$ cat config.mk
export PLATFORM = sky130hd
export DESIGN_NAME = circle_collision_pairs_core
export DESIGN_NICKNAME = d
export VERILOG_FILES = /design/src/rtl/core/ccp_pkg.sv /design/src/rtl/core/ccp_body_mem.sv /design/src/rtl/core/ccp_pair_test.sv /design/src/rtl/core/circle_collision_pairs_core.sv
export SDC_FILE = /design/constraint.sdc
export NUM_CORES = 2
export LEC_CHECK = 0
export ABC_AREA = 1
export BUFFER_PORTS_ARGS = -buffer_cell sky130_fd_sc_hd__clkbuf_2
export CORE_MARGIN = 4
export CORE_UTILIZATION = 55
export DETAILED_ROUTE_END_ITERATION = 12
export GPL_TIMING_DRIVEN = 0
export PLACE_DENSITY = 0.71
export SETUP_SLACK_MARGIN = 0.15
export SLEW_MARGIN = 20
export SYNTH_ARGS = -nofsm -noshare
export SYNTH_HDL_FRONTEND = slang
export SYNTH_SLANG_ARGS = --single-unit
$ cat constraint.sdc
create_clock -name clk -period 7.7 [get_ports clk]
set_input_delay 2.31 -clock clk [delete_from_list [all_inputs] [get_ports clk]]
set_output_delay 2.31 -clock clk [all_outputs]
set_load 0.05 [all_outputs]
$ cat src/rtl/core/ccp_pkg.sv
// Shared constants and types of the circle collision pair core.
`default_nettype none

package ccp_pkg;

	// Default sizes
	localparam int BODIES_DEF     = 16;
	localparam int COORD_BITS_DEF = 24;

	// Fixed field widths
	localparam int CMD_W      = 2;
	localparam int SLOT_W     = 4;
	localparam int POS_W      = 24;
	localparam int RADIUS_W   = 16;
	localparam int MASK_W     = 16;
	localparam int SLOT_LIMIT = 16;

	// Command codes of an input item
	typedef enum logic [CMD_W-1:0] {
		CMD_LOAD   = 2'd0,
		CMD_REMOVE = 2'd1,
		CMD_TICK   = 2'd2
	} cmd_t;

	// Sequencer states
	typedef enum logic [2:0] {
		ST_IDLE,
		ST_NEXT,
		ST_ISSUE,
		ST_WAIT,
		ST_EMIT
	} state_t;

	// Tag that travels with one pair test
	typedef struct packed {
		logic [SLOT_W-1:0] slot;
		logic              last;
	} pair_tag_t;

endpackage

`default_nettype wire

$ cat src/rtl/core/ccp_body_mem.sv
// Body table memory: one write port, two registered read ports.
`default_nettype none

module ccp_body_mem #(
	parameter int DEPTH  = ccp_pkg::BODIES_DEF,
	parameter int DATA_W = 2 * ccp_pkg::COORD_BITS_DEF + ccp_pkg::RADIUS_W,
	localparam int ADDR_W = $clog2(DEPTH)
) (
	input  wire logic              clk,
	input  wire logic              we,
	input  wire logic [ADDR_W-1:0] waddr,
	input  wire logic [DATA_W-1:0] wdata,
	input  wire logic [ADDR_W-1:0] raddr_a,
	input  wire logic [ADDR_W-1:0] raddr_b,
	output logic      [DATA_W-1:0] rdata_a,
	output logic      [DATA_W-1:0] rdata_b
);

	logic [DATA_W-1:0] mem_q [DEPTH];

	// write port
	always_ff @(posedge clk) begin
		if (we) begin
			mem_q[waddr] <= wdata;
		end
	end

	// two registered read ports
	always_ff @(posedge clk) begin
		rdata_a <= mem_q[raddr_a];
		rdata_b <= mem_q[raddr_b];
	end

endmodule

`default_nettype wire

$ cat src/rtl/core/ccp_pair_test.sv
// Pipelined overlap test of two circles: distance, squares, compare.
`default_nettype none

module ccp_pair_test #(
	parameter int COORD_BITS = ccp_pkg::COORD_BITS_DEF,
	localparam int ENTRY_W = 2 * COORD_BITS + ccp_pkg::RADIUS_W
) (
	input  wire logic                clk,
	input  wire logic                arst_n,
	input  wire logic                in_vld,
	input  wire ccp_pkg::pair_tag_t  in_tag,
	input  wire logic [ENTRY_W-1:0]  a_entry,
	input  wire logic [ENTRY_W-1:0]  b_entry,
	output logic                     hit_vld,
	output ccp_pkg::pair_tag_t       hit_tag,
	output logic                     hit
);

	localparam int C    = COORD_BITS;
	localparam int R    = ccp_pkg::RADIUS_W;
	localparam int RS_W = R + 1;
	localparam int SQ_W = 2 * RS_W;

	logic [C-1:0] ax, ay, bx, by;
	logic [R-1:0] ar, br;
	logic [C:0]   dxd, dyd, dxn, dyn;
	logic [C-1:0] dxa, dya;
	logic [RS_W-1:0] rs;
	logic            far;

	logic [C-1:0]    dx_s2, dy_s2;
	logic [RS_W-1:0] rs_s2;
	logic            far_s2, vld_s2;
	ccp_pkg::pair_tag_t tag_s2;

	logic [31:0]     dxw, dyw, rsw;
	logic [SQ_W-1:0] sqx_s3, sqy_s3, rs2_s3;
	logic            far_s3, vld_s3;
	ccp_pkg::pair_tag_t tag_s3;

	logic [SQ_W:0]   dist2;
	logic            hit_s4, vld_s4;
	ccp_pkg::pair_tag_t tag_s4;

	// unpack {x, y, r}
	assign ax = a_entry[ENTRY_W-1 -: C];
	assign ay = a_entry[R +: C];
	assign ar = a_entry[R-1:0];
	assign bx = b_entry[ENTRY_W-1 -: C];
	assign by = b_entry[R +: C];
	assign br = b_entry[R-1:0];

	// axis distances and radius sum
	always_comb begin
		dxd = {ax[C-1], ax} - {bx[C-1], bx};
		dyd = {ay[C-1], ay} - {by[C-1], by};
		dxn = -dxd;
		dyn = -dyd;
		dxa = dxd[C] ? dxn[C-1:0] : dxd[C-1:0];
		dya = dyd[C] ? dyn[C-1:0] : dyd[C-1:0];
		rs  = {1'b0, ar} + {1'b0, br};
		far = (32'(dxa) > 32'(rs)) || (32'(dya) > 32'(rs));
	end

	// a near pair has both distances within 17 bits
	assign dxw = 32'(dx_s2);
	assign dyw = 32'(dy_s2);
	assign rsw = 32'(rs_s2);

	assign dist2 = {1'b0, sqx_s3} + {1'b0, sqy_s3};

	// valid chain
	always_ff @(posedge clk or negedge arst_n) begin
		if (!arst_n) begin
			vld_s2 <= 1'b0;
			vld_s3 <= 1'b0;
			vld_s4 <= 1'b0;
		end else begin
			vld_s2 <= in_vld;
			vld_s3 <= vld_s2;
			vld_s4 <= vld_s3;
		end
	end

	// datapath stages
	always_ff @(posedge clk) begin
		dx_s2  <= dxa;
		dy_s2  <= dya;
		rs_s2  <= rs;
		far_s2 <= far;
		tag_s2 <= in_tag;

		sqx_s3 <= dxw[RS_W-1:0] * dxw[RS_W-1:0];
		sqy_s3 <= dyw[RS_W-1:0] * dyw[RS_W-1:0];
		rs2_s3 <= rsw[RS_W-1:0] * rsw[RS_W-1:0];
		far_s3 <= far_s2;
		tag_s3 <= tag_s2;

		hit_s4 <= !far_s3 && (dist2 <= {1'b0, rs2_s3});
		tag_s4 <= tag_s3;
	end

	assign hit_vld = vld_s4;
	assign hit_tag = tag_s4;
	assign hit     = hit_s4;

endmodule

`default_nettype wire

$ cat src/rtl/core/circle_collision_pairs_core.sv
// Load/remove: taken while idle. Tick: the sequencer steps over each empty slot ahead of the last valid body
// (every slot when none is valid), and per valid body issues one pair test per slot
// (min(BODIES,16)), all through one pair test pipeline fed by the body table's
// two read ports; the sequencer holds while a result waits for res_ready.
// The next item is taken once the last result sits in the output register.
// Reset clears the valid and pending-removal bits; table contents are undefined.
`default_nettype none

module circle_collision_pairs_core #(
	parameter int BODIES     = ccp_pkg::BODIES_DEF,
	parameter int COORD_BITS = ccp_pkg::COORD_BITS_DEF
) (
	input  wire logic                           clk,
	input  wire logic                           arst_n,
	input  wire logic                           cmd_valid,
	output logic                                cmd_ready,
	input  wire logic [ccp_pkg::CMD_W-1:0]      command,
	input  wire logic [ccp_pkg::SLOT_W-1:0]     slot,
	input  wire logic signed [ccp_pkg::POS_W-1:0] pos_x,
	input  wire logic signed [ccp_pkg::POS_W-1:0] pos_y,
	input  wire logic [ccp_pkg::RADIUS_W-1:0]   body_radius,
	output logic                                res_valid,
	input  wire logic                           res_ready,
	output logic [ccp_pkg::SLOT_W-1:0]          body_index,
	output logic                                colliding,
	output logic [ccp_pkg::MASK_W-1:0]          partner_mask,
	output logic                                last
);

	localparam int LIM     = (BODIES < ccp_pkg::SLOT_LIMIT) ? BODIES : ccp_pkg::SLOT_LIMIT;
	localparam int LIM_W   = $clog2(LIM);
	localparam int IDX_W   = $clog2(BODIES);
	localparam int ENTRY_W = 2 * COORD_BITS + ccp_pkg::RADIUS_W;

	ccp_pkg::state_t state_q, state_d;

	logic [LIM_W-1:0]  e_q, f_q;
	logic [BODIES-1:0] valid_q, pending_q;
	logic [LIM-1:0]    mask_q, self_bit, pmask;

	logic accept, slot_ok, is_load, is_remove, is_tick;
	logic [IDX_W-1:0] slot_idx;
	logic [31:0] px_ext, py_ext;
	logic [ENTRY_W-1:0] wdata, rdata_a, rdata_b;
	logic mem_we;

	logic e_valid, e_end, f_end, later_valid, out_free;
	logic issue, emit, finish, mask_clr, e_inc, f_clr;

	logic v_s1;
	ccp_pkg::pair_tag_t tag_s1, hit_tag;
	logic hit_vld, hit;

	// input decode
	assign accept   = cmd_valid && cmd_ready;
	assign slot_ok  = int'(slot) < BODIES;
	assign slot_idx = IDX_W'(slot);

	always_comb begin
		is_load   = 1'b0;
		is_remove = 1'b0;
		is_tick   = 1'b0;
		unique case (command)
			ccp_pkg::CMD_LOAD:   is_load = 1'b1;
			ccp_pkg::CMD_REMOVE: is_remove = 1'b1;
			ccp_pkg::CMD_TICK:   is_tick = 1'b1;
			default: ;
		endcase
	end

	// table entry {x, y, r}; coordinates keep their low COORD_BITS bits
	assign px_ext = {8'd0, pos_x};
	assign py_ext = {8'd0, pos_y};
	assign wdata  = {px_ext[COORD_BITS-1:0], py_ext[COORD_BITS-1:0], body_radius};
	assign mem_we = accept && is_load && slot_ok;

	ccp_body_mem #(
		.DEPTH  (BODIES),
		.DATA_W (ENTRY_W)
	) u_mem (
		.clk     (clk),
		.we      (mem_we),
		.waddr   (slot_idx),
		.wdata   (wdata),
		.raddr_a (IDX_W'(e_q)),
		.raddr_b (IDX_W'(f_q)),
		.rdata_a (rdata_a),
		.rdata_b (rdata_b)
	);

	ccp_pair_test #(
		.COORD_BITS (COORD_BITS)
	) u_pair (
		.clk     (clk),
		.arst_n  (arst_n),
		.in_vld  (v_s1),
		.in_tag  (tag_s1),
		.a_entry (rdata_a),
		.b_entry (rdata_b),
		.hit_vld (hit_vld),
		.hit_tag (hit_tag),
		.hit     (hit)
	);

	// status for the sequencer
	always_comb begin
		e_valid     = valid_q[IDX_W'(e_q)];
		e_end       = (e_q == LIM_W'(LIM - 1));
		f_end       = (f_q == LIM_W'(LIM - 1));
		later_valid = 1'b0;
		for (int j = 0; j < LIM; j++) begin
			if (j > int'(e_q) && valid_q[j]) begin
				later_valid = 1'b1;
			end
		end
		out_free = !res_valid || res_ready;
		self_bit = LIM'(1) << e_q;
		pmask    = mask_q & valid_q[LIM-1:0] & ~self_bit;
	end

	// state register
	always_ff @(posedge clk or negedge arst_n) begin
		if (!arst_n) begin
			state_q <= ccp_pkg::ST_IDLE;
		end else begin
			state_q <= state_d;
		end
	end

	// next state and controls
	always_comb begin
		state_d   = state_q;
		cmd_ready = 1'b0;
		issue     = 1'b0;
		emit      = 1'b0;
		finish    = 1'b0;
		mask_clr  = 1'b0;
		e_inc     = 1'b0;
		f_clr     = 1'b0;
		unique case (state_q)
			ccp_pkg::ST_IDLE: begin
				cmd_ready = 1'b1;
				if (cmd_valid && is_tick) begin
					state_d = ccp_pkg::ST_NEXT;
				end
			end
			ccp_pkg::ST_NEXT: begin
				if (e_valid) begin
					mask_clr = 1'b1;
					f_clr    = 1'b1;
					state_d  = ccp_pkg::ST_ISSUE;
				end else if (e_end) begin
					finish  = 1'b1;
					state_d = ccp_pkg::ST_IDLE;
				end else begin
					e_inc = 1'b1;
				end
			end
			ccp_pkg::ST_ISSUE: begin
				issue = 1'b1;
				if (f_end) begin
					state_d = ccp_pkg::ST_WAIT;
				end
			end
			ccp_pkg::ST_WAIT: begin
				if (hit_vld && hit_tag.last) begin
					state_d = ccp_pkg::ST_EMIT;
				end
			end
			ccp_pkg::ST_EMIT: begin
				if (out_free) begin
					emit = 1'b1;
					if (later_valid) begin
						e_inc   = 1'b1;
						state_d = ccp_pkg::ST_NEXT;
					end else begin
						finish  = 1'b1;
						state_d = ccp_pkg::ST_IDLE;
					end
				end
			end
			default: state_d = ccp_pkg::ST_IDLE;
		endcase
	end

	// counters, body flags, output valid
	always_ff @(posedge clk or negedge arst_n) begin
		if (!arst_n) begin
			e_q       <= '0;
			f_q       <= '0;
			valid_q   <= '0;
			pending_q <= '0;
			v_s1      <= 1'b0;
			res_valid <= 1'b0;
		end else begin
			if (accept && is_tick) begin
				e_q <= '0;
			end else if (e_inc) begin
				e_q <= e_q + LIM_W'(1);
			end

			if (f_clr) begin
				f_q <= '0;
			end else if (issue) begin
				f_q <= f_q + LIM_W'(1);
			end

			if (accept && is_load && slot_ok) begin
				valid_q[slot_idx]   <= 1'b1;
				pending_q[slot_idx] <= 1'b0;
			end else if (accept && is_remove && slot_ok) begin
				pending_q[slot_idx] <= 1'b1;
			end else if (finish) begin
				valid_q   <= valid_q & ~pending_q;
				pending_q <= '0;
			end

			v_s1 <= issue;

			if (emit) begin
				res_valid <= 1'b1;
			end else if (res_ready) begin
				res_valid <= 1'b0;
			end
		end
	end

	// partner mask, pair tags, result payload
	always_ff @(posedge clk) begin
		if (mask_clr) begin
			mask_q <= '0;
		end else if (hit_vld && hit) begin
			mask_q[hit_tag.slot[LIM_W-1:0]] <= 1'b1;
		end

		tag_s1.slot <= ccp_pkg::SLOT_W'(f_q);
		tag_s1.last <= f_end;

		if (emit) begin
			body_index   <= ccp_pkg::SLOT_W'(e_q);
			colliding    <= |pmask;
			partner_mask <= ccp_pkg::MASK_W'(pmask);
			last         <= !later_valid;
		end
	end

endmodule

`default_nettype wire

Yosys cells after proc, flatten, opt, wreduce, memory -nomap -nowiden
Memory sizes are Yosys's and may differ from the RTL's. A register that Yosys moved wholly into a read port is not among the register bits. Index checks and enable logic that the tools add are counted.

Register bits after elaboration: 262. Bits in latches: 0. RAM bits: 1024. Bits in read-only memories: 0. Output and inout bits: 24. Memories: 1.

Add/sub/neg operators: 8. Multipliers: 3. Div/mod/pow operators: 0. Magnitude comparators: 23. Equal/unequal tests: 14. Shifts and indexed selects: 1. Muxes and demuxes: 64. Bitwise logic cells: 10. Reductions and logical operators: 40.

Memory list: u_mem.mem_q (depth 16, bits a word 64, read ports 2, clocked after Yosys merged registers in 2, write ports 1, line ccp_body_mem.sv:19) `logic [DATA_W-1:0] mem_q [DEPTH];`.

Operators with widths (count): 17-bit by 17-bit multiplier with 34-bit output (3); 16-bit 2-to-1 mux (6); 16-bit bitwise AND (4); 24-bit by 24-bit subtractor with 25-bit output (2); 24-bit by 17-bit greater-than comparator with 1-bit output (2); 24-bit 2-to-1 mux (2); 24-bit negation (2); 16-bit inverter (3); 16-bit OR (3); 1-bit 2-to-1 mux (40); 34-bit by 34-bit adder with 35-bit output (1); 35-bit by 34-bit less-or-equal comparator with 1-bit output (1); 4-bit greater-than comparator (first input constant) (8); 1-bit logical AND (25); 3-bit 2-to-1 mux (6); 16-bit by 16-bit adder with 17-bit output (1); 3-bit by 4-bit greater-than comparator with 1-bit output (first input constant) (4); 4-bit 2-to-1 mux (4); 16-bit OR reduction (1); 1-bit by 4-bit left shift with 16-bit output (first input constant) (1); 4-bit by 5-bit < comparator with 1-bit output (second input constant) (3); 3-bit one-hot mux with 5 select lines (1); 2-bit inequality test (second input constant) (5); 4-bit by 1-bit adder with 4-bit output (second input constant) (2); 21 further kinds (33).

Depth between registers and ports, before layout
Depth after elaboration: 23. Gate-level depth with buffers: 34.

Hierarchy
A second synthesis with hierarchy kept.

Cells, all modules: 12137. Area, all modules: 99243.9 µm².

Modules (own cells, without submodules): ccp_body_mem (times used 1, cells an instance 6601, area each 57023.4 µm²); ccp_pair_test (times used 1, cells an instance 4966, area each 37678.6 µm²); circle_collision_pairs_core (times used 1, cells an instance 570, area each 4541.9 µm²).

Worst setup path after synthesis
OpenSTA, ideal clock, no wires.

Path type: input -> register. Start point: input port cmd_valid. End point: memory u_mem.mem_q[11][0] in the netlist's numbering, enable pin. Setup time: 0.488 ns. Arrival time: 5.668 ns. Required time: 7.212 ns. Slack: 1.544 ns. Stages on the path: 4. Path buffers: 0. Cells stage by stage: inv_1 nor3_2 nand2_2 nor2_1.

Word-level cells in the longest chain between the ends: 4.

RTL lines: start: declaration (line circle_collision_pairs_core.sv:15) `input wire logic cmd_valid,`; 1-bit logical AND (line circle_collision_pairs_core.sv:55) `assign accept = cmd_valid && cmd_ready;`; 1-bit logical AND (line circle_collision_pairs_core.sv:75) `assign mem_we = accept && is_load && slot_ok;`; 1-bit 2-to-1 mux (line ccp_body_mem.sv:23) `if (we) begin`; 1-bit 2-to-1 mux (implied by the code) (line ccp_body_mem.sv:24) `mem_q[waddr] <= wdata;`; end: declaration (line ccp_body_mem.sv:19).

No other way between the ends.

Worst setup path after layout
Start point: register u_pair.rs_s2[11]. End point: register u_pair.rs2_s3[30].

Word-level cells in the longest chain between the ends: 1.

RTL lines: start: declaration (line ccp_pair_test.sv:32) `logic [RS_W-1:0] rs_s2;`; start signal: assignment (line ccp_pair_test.sv:89) `rs_s2 <= rs;`; 17-bit by 17-bit multiplier with 34-bit output (line ccp_pair_test.sv:95) `rs2_s3 <= rsw[RS_W-1:0] * rsw[RS_W-1:0];`; end signal: assignment (line ccp_pair_test.sv:95); end: declaration (line ccp_pair_test.sv:37) `logic [SQ_W-1:0] sqx_s3, sqy_s3, rs2_s3;`.

No other way between the ends. A chain may end at the register's enable or synchronous reset.

==> key figures <==
Run status
  • Status: complete, no violations

Timing
  • Max-slew headroom: 0.0669
  • Final setup TNS: 0 ps
  • Final setup vio count: 0
  • Pin slew with the least headroom to its limit: 1400 ps
  • Tcrit/Tclk final: 0.950
  • Final hold violation count: 0
  • Setup Skew: 73.4 ps
  • F_max: 137 MHz
  • Final min period: 7310 ps
  • Final slew viol count: 0
  • RSZ-0062 raised after global routing: no

GRT
  • Number of global-route vias before repair: 77.2k
  • M3 GR Usage: 0.135
  • Met1 Use GR: 0.458
  • Most crowded layer after global routing: met2
  • GRT met2 Usage: 0.597
  • Total gr overflow: 0
  • Initial antenna violation count: 24
  • Largest net degree at the start of global routing: 50
  • First-pass GRT wire length: 501,000 um
  • Total track usage: 0.395

Clock tree
  • Htree depth: 4
  • CTS sink count: 1,411
  • TritonCTS buffer count: 154
  • Hold buffers post-CTS: 0
  • Post-CTS setup buffer count: 0
  • Reg clk slew, reported paths: 60 ps
  • CTS tree: yes
  • Deepest clock path buffer count: 3
  • CTS root buffer: clkbuf_16
  • Post_cts resized: 0
  • Clk_lat worst skew: 840 ps

Synthesis
  • Share of the yosys chip area belonging to registers: 0.421
  • Ys async rst share: 0.0340
  • Cell Area, Synth: 0.0926 mm2
  • Post-Syn Instances: 10.1k
  • Post-synth top area cell: edfxtp_1
  • Syn nets: 11.2k
  • Yosys cell types: 58
  • Flops & latches, synth: 1,411
  • Syn_area_per_cell: 9.18 um2
  • Number of synthesized flops with an enable pin: 1,046
  • Top FF cell, synth: edfxtp_1
  • Synth top area share: 0.339
  • Largest cells by area after synthesis: edfxtp_1 34%, fa_1 12%, inv_1 7.4%, dfxtp_1 6.9%, ha_1 6.8%
  • Yosys warns: 0

Setup path
  • CP required: 8400 ps
  • Critical Path Source: u_pair.rs_s2[11]
  • CP Cell Sequence: clkbuf_1 > clkbuf_1 > nand2_1 > fa_1 > fa_1 > inv_1 > fa_1 > inv_1 > fa_1 > fa_1 > fa_1 > inv_1 > ha_1 > a21oi_1 > o21ai_0 > a21o_1 > a21oi_1 > inv_1 > a21oi_1 > o21bai_1 > a31oi_1 > xor2_1
  • Max stage delay on crit path: 630 ps
  • Arr. time, crit path: 8010 ps
  • Setup crit end kind: flip-flop
  • Critical Path Start Type: flip-flop
  • Crit path kind: reg2reg
  • CP most frequent cell: fa_1
  • Reg-to-Reg Start: u_pair.rs_s2[11]
  • Reg2reg setup slack: 390 ps
  • Slowest CP cell: clkbuf_1
  • Worst Path Max Fanout: 10
  • Worst R2R Path Depth: 22

Final layout
  • Area Overhead vs Synth: 10.5%
  • Most frequent cells in the layout: 1,809 x inv_1, 1,452 x nand2_1, 1,046 x edfxtp_1
  • Fin nets: 11.5k
  • Most common cell after layout, fill and taps aside: inv_1
  • Share of cells above drive strength 1: 0.0486

Min path
  • HP Class: reg2reg
  • Start point of the worst hold path: u_pair.tag_s2[3]
  • Worst Hold Depth: 0

Routing
  • Drt drc: 0
  • Drt first pass iters: 7
  • DR vias: 78.7k
  • Wire length per cell: 27.5 um
  • Vias per cell: 6.18
  • Total routed wirelength: 350,000 um
  • Post-DRT Antenna Nets: 0
  • Initial DRC Count: 12.1k

Floorplan
  • Core area: 0.167 mm2
  • DIE AREA: 0.175 mm2
  • # IOs: 98
  • Die W: 418 um
  • Initial Utilization: 0.554
  • Row count: 150
  • Die H: 418 um

Placement
  • DP HPWL: 262,000 um
  • GPL Wtd Cong: 1.10
  • Port bufs: 97

Run
  • MaxCap Viol Count: 0
## critical path, delay by kind of cell (launching register included)
| family | cells | cell delay, ps |
|---|---|---|
| compound gates | 7 | 1530 |
| xor+xnor | 1 | 290 |
| fa+ha+maj | 7 | 3460 |
| buf+inv | 6 | 1320 |
| flops | 1 | 300 |
| simple gates | 1 | 250 |
## area by class of cell
type,count,area (um2)
timing repair buffer,139,1500
tap,2204,2760
clock inverter,75,946
inverter,1821,6870
clock buffer,211,4370
buffer,524,2080
sequential,1411,39000
multi-input combinational,6332,44800
antenna,9,22.5
fill,13900,64900
## final timing paths
path,to
setup / recovery,u_pair.rs2_s3[30]
hold / removal,u_pair.tag_s3[3]
min in group asynchronous,pending_q[3]
hold reg to reg,u_pair.tag_s3[3]
setup reg to reg,u_pair.rs2_s3[30]
max in group asynchronous,state_q[2]
## synthesized netlist by cell type (8+ instances only)
library cell  number
inv_1           1817
nand2_1         1452
edfxtp_1        1046
o21ai_0         1016
a21oi_1          793
fa_1             573
nand3_1          509
ha_1             503
nor2_1           437
clkbuf_1         430
o211ai_1         370
dfxtp_1          317
mux2i_1          156
xor2_1           142
xnor2_1           68
buf_1             60
dfrtp_1           48
nand4_1           45
nor3_1            41
buf_2             30
a21o_1            23
o22ai_1           22
a31oi_1           21
o21bai_1          19
nand2_2           15
nor4_1            15
o21ai_1           14
o21a_1            12
or2_2             10
o311ai_0           8
## kinds of logic after synthesis
group,count (synthesis),synth area share
buf+inv,2345,0.0957
simple gates,2550,0.114
mux,156,0.0169
flops,1411,0.421
xor+xnor,211,0.0202
compound gates,2339,0.140
fa+ha+maj,1076,0.192
## metal layers
metal,wire (um),vias to the layer above
met2,150000,5698
met1,117000,37300
met5,117,-
met4,35400,20
met3,47600,1616
li1,-,34100
## registers in the layout, indices dropped and copies added (netlist names), 3 cells and up
register and flops:
valid_q 16, u_pair.dy_s2 17, u_pair.rs2_s3 33, tag_s1 5
e_q 4, u_pair.dx_s2 17, u_pair.sqx_s3 33, u_pair.rs_s2 17
u_mem.rdata_a 64, u_mem.rdata_b 64, u_pair.sqy_s3 33, mask_q 16
u_pair.hit_tag 5, pending_q 16, partner_mask 16, u_mem.mem_q 1024
body_index 4, u_pair.tag_s3 5, u_pair.tag_s2 5, state_q 3
f_q 4
## metrics by stage
stage	utilization	std cells	setup WS [ps]	area, um2	hold WS, ps
finish	0.612	12700	388	102000	326
detailed placement	0.580	12400	500	96900	312
CTS	0.611	12700	492	102000	328
floorplan	-	10100	1540	92600	310
global route	0.612	12700	164	102000	331
global placement	0.573	12400	-2200	95800	311
Power is left out: the tool's default activity adds up to more than one toggle a clock period on the data nets, which glitch-free logic cannot reach.
